===== src/design/goahm_pkg.sv =====
// ----------------------------------------------------------------------------
// goahm_pkg: shared types and constants for the grouped hash map
// Beat payload structs, action and status codes, control byte markers,
// controller command and status bundles.
// ----------------------------------------------------------------------------
`default_nettype none
package goahm_pkg;

  localparam int KeyW   = 64;
  localparam int ValW   = 32;
  localparam int CountW = 11;
  localparam int TagW   = 7;

  // actions
  localparam logic [1:0] ACT_SEARCH  = 2'd0;
  localparam logic [1:0] ACT_INS_ABS = 2'd1;
  localparam logic [1:0] ACT_INS_REP = 2'd2;
  localparam logic [1:0] ACT_DELETE  = 2'd3;

  // result status codes
  localparam logic [2:0] ST_FOUND    = 3'd0;
  localparam logic [2:0] ST_NOTFOUND = 3'd1;
  localparam logic [2:0] ST_INSERTED = 3'd2;
  localparam logic [2:0] ST_KEPT     = 3'd3;
  localparam logic [2:0] ST_REPLACED = 3'd4;
  localparam logic [2:0] ST_DELETED  = 3'd5;
  localparam logic [2:0] ST_FULL     = 3'd6;

  // control byte markers
  localparam logic [7:0] CTRL_EMPTY   = 8'hFF;
  localparam logic [7:0] CTRL_DELETED = 8'h80;

  localparam logic [CountW-1:0] COUNT_MAX = 11'd2047;

  // register addresses
  localparam logic [0:0] REG_ACTIVE_LOG2 = 1'b0;

  typedef struct packed {
    logic [1:0]      action;
    logic [KeyW-1:0] key;
    logic [ValW-1:0] value;
  } req_t;

  typedef struct packed {
    logic [2:0]        status;
    logic [ValW-1:0]   value_out;
    logic [CountW-1:0] entry_count;
  } rsp_t;

  // controller to datapath
  typedef struct packed {
    logic load;       // capture request, start hashing
    logic hash_step;  // advance one hash stage
    logic grp_start;  // set group to start group, clear probe counters
    logic grp_read;   // issue read of current group
    logic grp_eval;   // evaluate read group
    logic grp_next;   // step to next group
    logic fr_start;   // restart at start group for free search
    logic commit;     // perform update and build result
  } dp_cmd_t;

  // datapath to controller
  typedef struct packed {
    logic hit;        // key found in evaluated group
    logic has_empty;  // evaluated group holds an empty slot
    logic has_free;   // evaluated group holds an empty or deleted slot
    logic last_grp;   // evaluated group is the last allowed in the probe
    logic clr_done;   // clearing pass finished
  } dp_sts_t;

endpackage
`default_nettype wire


===== src/design/goahm_ctrl.sv =====
// ----------------------------------------------------------------------------
// goahm_ctrl: operation sequencer
// Steps each beat through hashing, the lookup probe, the free slot probe for
// inserts of absent keys, and the commit, then holds the result until it is taken.
// ----------------------------------------------------------------------------
`default_nettype none
module goahm_ctrl (
  input  wire logic               clk,
  input  wire logic               rst,
  input  wire logic               in_valid,
  output logic                    in_stall,
  output logic                    out_valid,
  input  wire logic               out_stall,
  input  wire logic [1:0]         action,
  output goahm_pkg::dp_cmd_t      cmd,
  input  wire goahm_pkg::dp_sts_t sts
);

  localparam logic [3:0] S_CLEAR = 4'd0;
  localparam logic [3:0] S_IDLE  = 4'd1;
  localparam logic [3:0] S_HASH1 = 4'd2;
  localparam logic [3:0] S_HASH2 = 4'd3;
  localparam logic [3:0] S_LREAD = 4'd4;
  localparam logic [3:0] S_LEVAL = 4'd5;
  localparam logic [3:0] S_FREAD = 4'd6;
  localparam logic [3:0] S_FEVAL = 4'd7;
  localparam logic [3:0] S_COMMIT = 4'd8;
  localparam logic [3:0] S_HOLD  = 4'd9;
  localparam logic [3:0] S_HASH3 = 4'd10;
  localparam logic [3:0] S_HASH4 = 4'd11;
  localparam logic [3:0] S_HASH5 = 4'd12;

  logic [3:0] state, state_next;
  logic [1:0] act;
  logic       need_free;

  // action of the beat in flight
  always_ff @(posedge clk) begin
    if (cmd.load) begin
      act <= action;
    end
  end

  assign need_free = (act == goahm_pkg::ACT_INS_ABS) ||
                     (act == goahm_pkg::ACT_INS_REP);
  assign in_stall  = (state != S_IDLE);

  // output holding flag
  always_ff @(posedge clk) begin
    if (rst) begin
      out_valid <= 1'b0;
    end else if (cmd.commit) begin
      out_valid <= 1'b1;
    end else if (!out_stall) begin
      out_valid <= 1'b0;
    end
  end

  // next state and commands
  always_comb begin
    state_next = state;
    cmd        = '0;
    unique case (state)
      S_CLEAR: if (sts.clr_done) state_next = S_IDLE;
      S_IDLE: begin
        if (in_valid) begin
          cmd.load   = 1'b1;
          state_next = S_HASH1;
        end
      end
      S_HASH1: begin
        cmd.hash_step = 1'b1;
        state_next    = S_HASH2;
      end
      S_HASH2: begin
        cmd.hash_step = 1'b1;
        state_next    = S_HASH3;
      end
      S_HASH3: begin
        cmd.hash_step = 1'b1;
        state_next    = S_HASH4;
      end
      S_HASH4: begin
        cmd.hash_step = 1'b1;
        state_next    = S_HASH5;
      end
      S_HASH5: begin
        cmd.hash_step = 1'b1;
        cmd.grp_start = 1'b1;
        state_next    = S_LREAD;
      end
      S_LREAD: begin
        cmd.grp_read = 1'b1;
        state_next   = S_LEVAL;
      end
      S_LEVAL: begin
        cmd.grp_eval = 1'b1;
        if (sts.hit || sts.has_empty || sts.last_grp) begin
          if (!sts.hit && need_free) begin
            cmd.fr_start = 1'b1;
            state_next   = S_FREAD;
          end else begin
            state_next = S_COMMIT;
          end
        end else begin
          cmd.grp_next = 1'b1;
          state_next   = S_LREAD;
        end
      end
      S_FREAD: begin
        cmd.grp_read = 1'b1;
        state_next   = S_FEVAL;
      end
      S_FEVAL: begin
        if (sts.has_free || sts.last_grp) begin
          state_next = S_COMMIT;
        end else begin
          cmd.grp_next = 1'b1;
          state_next   = S_FREAD;
        end
      end
      S_COMMIT: begin
        // wait until the result register is free or being emptied
        if (!out_valid || !out_stall) begin
          cmd.commit = 1'b1;
          state_next = S_IDLE;
        end
      end
      S_HOLD:  state_next = S_IDLE;
      default: state_next = S_IDLE;
    endcase
  end

  always_ff @(posedge clk) begin
    if (rst) begin
      state <= S_CLEAR;
    end else begin
      state <= state_next;
    end
  end

endmodule
`default_nettype wire


===== config.mk =====
export PLATFORM = sky130hd
export DESIGN_NAME = goahm_ctrl
export DESIGN_NICKNAME = d
export VERILOG_FILES = /design/src/design/goahm_pkg.sv /design/src/design/goahm_ctrl.sv
export SDC_FILE = /design/constraint.sdc
export NUM_CORES = 1
export LEC_CHECK = 0
export BUFFER_PORTS_ARGS = -buffer_cell sky130_fd_sc_hd__buf_2
export CORE_UTILIZATION = 40
export CTS_BUF_LIST = sky130_fd_sc_hd__clkbuf_8
export CTS_CLUSTER_SIZE = 16
export DETAILED_ROUTE_END_ITERATION = 12
export GPL_TIMING_DRIVEN = 0
export HOLD_SLACK_MARGIN = 0.03
export PLACE_DENSITY = 0.68
export SLEW_MARGIN = 0
export SYNTH_ARGS = -nofsm -noshare
export SYNTH_HDL_FRONTEND = slang
export SYNTH_SLANG_ARGS = --single-unit

===== constraint.sdc =====
create_clock -name clk -period 1.6 [get_ports clk]
set_input_delay 0.08 -clock clk [delete_from_list [all_inputs] [get_ports clk]]
set_output_delay 0.08 -clock clk [all_outputs]
set_load 0.05 [all_outputs]

== Word level (Yosys, flattened, before mapping) ==
Cells that the tools add are included.

* Eq/ne operators: 18
* Multiplexer cells: 23
* Reduce and logical (&&, ||, !) cells: 13

{| class="wikitable"
|+ Operator list
! operator !! count
|-
| $pmux 4 s12 || 1
|-
| $mux 4 || 6
|-
| $eq 4x3->1 const B || 4
|-
| $eq 4x4->1 const B || 4
|-
| $mux 1 || 15
|-
| $eq 4x2->1 const B || 2
|-
| $ne 2x2->1 const B || 3
|-
| $logic_or 1x1->1 || 5
|-
| $reduce_or 5->1 || 1
|-
| $eq 4x1->1 const B || 1
|-
| $logic_not 4->1 || 1
|-
| $ne 4x1->1 const B || 1
|-
| $logic_not 1->1 || 3
|-
| $reduce_and 3->1 || 1
|-
| $eq 2x1->1 const B || 1
|-
| $eq 2x2->1 const B || 1
|-
| $ne 2x1->1 const B || 1
|-
| $pmux 1 s2 || 1
|-
| $reduce_or 2->1 || 1
|-
| $logic_and 1x1->1 || 1
|}

* Register bits after elaboration: 7
* Bits of input ports: 11
* Output and inout bits: 10
* Word-level logic and storage cells: 57

== Longest topological paths before layout ==
* Depth in word-level cells: 6
* Gate-level depth with buffers: 4
* Depth with buffers taken out: 3

== Worst setup path after synthesis ==
Ideal clock, no wire load.

* Path type: register to register
* Start point: reg state[3]
* End point: reg act[0] (enable)
* Setup time: 0.390 ns
* Data arrival time: 1.921 ns
* Required time: 1.210 ns
* Path slack: -0.711 ns
* Stages on the path, launching flop included: 5
* Buffers on the path: 1
* Cell sequence: dfxtp_1 -> buf_6 -> nand2b_4 -> or3_1 -> nor2_1

{| class="wikitable"
|+ RTL lines
! what !! RTL line !! text
|-
| start, declared || goahm_ctrl.sv:33 || <nowiki>logic [3:0] state, state_next;</nowiki>
|-
| start signal, assigned || goahm_ctrl.sv:138 || <nowiki>state <= state_next;</nowiki>
|-
| end signal, assigned || goahm_ctrl.sv:40 || <nowiki>act <= action;</nowiki>
|-
| end, declared || goahm_ctrl.sv:34 || <nowiki>logic [1:0] act;</nowiki>
|}

==> summary.txt <==
Outcome: complete, no violations
Row cnt: 12
Commonest non-fill, non-tap cell in the layout: buf_2
Clock buffer depth: 2
Router iterations before antenna repair: 4
Pin slew with the least headroom to its limit: 0.387 ns
Vias/cell: 5.26
Die X: 38.0 microns
Height of the die: 38.0 microns
Slowest-stage cell, CP: or3_4
CTS root buffer: clkbuf_8
Max Cap Violations: 0
Critical Path Stages: 5
Peak VDD IR: 0.000525 V
DR top layer: met3
Core box area: 0.00116 sq mm
# clock sinks: 7
Ports: 21
Yosys reg bits: 7
Count of buffer and inverter cells on the critical path: 2
Final net count: 101
Crit. End Element: output port
Most used cell, CP: buf_6
Vias: 542
H-tree levels: 1
Final period util: 0.979
Critical Path Max Stage Delay: 0.35 ns
Synth-to-layout area growth: 47.2%
CP arrival: 1.49 ns
CTS tree: built
Required time worst endpoint: 1.52 ns
Crit path time final: 1.57 ns
Post-Synthesis Cell Area: 519 sq um
Worst r2r path cells: 5
RSZ-0062 raised after global routing: yes
Mapped Cells: 61
Detailed-placement wirelength estimate: 952 microns
Fmax: 638 MHz
Dominant delay contributor by cell family on the critical path: simple AND/OR/NAND/NOR gates
Routed wl met2: 705 microns
First-pass GRT wire length: 2.14 mm
Vias in the first global route: 491
Routed length on met3: 68 microns
Hold WC Path Type: in -> reg
Initial Util: 0.449
Layout cells sized above 1: 0.427
Total wire length: 1.39 mm
Fillers: 100
Gr usage total: 0.218
Post-Layout Inst Area: 764 sq um
Largest net degree at the start of global routing: 11
Post-DP Area: 667 sq um
Leakage: 0.359 nW
CP cell instances: buf_6 -> nand2b_4 -> or3_4 -> nor2_4 -> buf_6
Clk slew on worst S/H paths: 0.04 ns
Iteration-0 DRC Markers: 9
Die area: 0.00145 sq mm
Commonest non-fill, non-tap cells in the layout: 17 x buf_2, 7 x nor2_1, 5 x buf_4, 5 x a21oi_1
Warnings, synthesis: 0
Routed len/inst: 13.5 microns
GPL Wtd Cong: 0.735
PD cells: 728 mW/mm^2
Syn Area/Cell: 8.51 sq um
Hold Crit Depth: 2
Relative slew slack: 0.740
Fin. max-slew vios: 0
M1 WL: 620 microns
Post-route ant nets: 0
Seq/Total Area, Yosys: 0.308
Number of port buffers: 20
Initial antenna violation count: 0
Dpl cells: 95
Total Power: 556 uW
Num CTS Buffers: 3
DRC errors left: 0
Final Util: 0.661
Grt total ovfl: 0
Post-synth cell types: 32
Fin cells: 103
Clock skew: 0.00362 ns
Endpoints failing hold: 0
WS Path Type: reg -> out
# setup viols final: 0
N_diodes: 0
Crit Path Max Fanout: 10
Worst setup SP type: flop
Worst skew pair latency: 0.23 ns
Post-Syn Nets: 72
==> cell usage after synthesis, drive strengths merged <==
cell	count	area [sq um]
buf	4	32.5
o311a	1	10.0
nand2	3	11.3
xnor2	1	8.76
inv	3	11.3
or3	1	6.26
o211ai	1	7.51
or4b	1	10.0
or3b	1	8.76
a2bb2oi	1	8.76
a211o	1	8.76
a31o	1	8.76
nand4bb	1	11.3
dfxtp	5	100
a21oi	5	25.0
o21ai	4	20.0
nand2b	5	38.8
a221oi	1	8.76
o221ai	1	8.76
and3	1	6.26
nand4b	1	8.76
nor4b	2	23.8
or2	1	6.26
nor2b	1	6.26
o311ai	1	8.76
and3b	2	17.5
a31oi	1	6.26
edfxtp	2	60.1
nor2	8	30.0
==> metal layers <==
layer | up-vias | global-route usage
met2 | 18 | 0.352
met5 | - | 0
met1 | 244 | 0.277
li1 | 280 | -
met3 | 0 | 0.0872
met4 | 0 | 0.0268
==> power by group <==
part	leakage (nW)	switching [mW]	internal, mW	total [mW]
clock	0.0269	0.0803	0.166	0.246
combinational	0.273	0.0649	0.0489	0.114
sequential	0.0595	0.00628	0.190	0.196
total	0.359	0.151	0.405	0.556
==> worst reg2reg max path, stage by stage, from the launching register on <==
cell	delay, ns
dfxtp_2	0.32
buf_6	0.13
nand2b_4	0.15
or3_4	0.35
nor2_4	0.13
buf_4	0.12
==> cells by family (layout without fill, tap and decap cells) <==
group,Yosys count,count (layout),synth area share
xor gates and xnor gates,1,1,0.0169
DFF,7,7,0.308
buffers and inverters,7,35,0.0843
and+or+nand+nor,28,28,0.357
AOI/OAI and AO/OA,18,18,0.234
==> final timing paths <==
| path | startpoint | to | slack, ns |
|---|---|---|---|
| setup / recovery | state[3] | cmd[7] | 0.03 |
| hold / removal | rst | out_valid | 0.11 |
| setup reg to reg | state[3] | act[1] | 0.11 |
| hold reg to reg | out_valid | out_valid | 0.51 |
==> sequential cells by signal (all words and copies together), names as in the netlist <==
signal / count
out_valid: 1
state: 4
act: 2
==> area by class of cell <==
class                   instances  area, sq um  share of cell area
plain buffers                   4         35.0              0.0458
inverters                       3         11.3              0.0147
multi-input cells              47          345               0.452
repair buffers                 24          149               0.195
clock buffers                   3         41.3              0.0540
well taps                      14         17.5              0.0229
flip-flops and latches          7          161               0.211
clock inverters                 1         3.75             0.00491
==> timing repair <==
item	4_1_cts	5_1_grt
endpoints found under the hold margin	2	0
endpoints found under the setup margin	2	4
buffers inserted	0	2
pin swaps	0	1
cloned	0	0
hold buffers	2	0
gates resized for setup	3	6
==> through the flow <==
| step | setup slack [ns] | hold WS, ns | setup TNS [ns] |
|---|---|---|---|
| finish | 0.0334 | 0.108 | 0 |
| detailed placement | 0.174 | 0.259 | 0 |
| global route | -0.0160 | 0.118 | -0.0215 |
| CTS | 0.0183 | 0.108 | 0 |
| global placement | 0.187 | 0.257 | 0 |
| floorplan | -0.0863 | 0.149 | -0.214 |
Note: power is estimated with default switching activity, not from simulation.
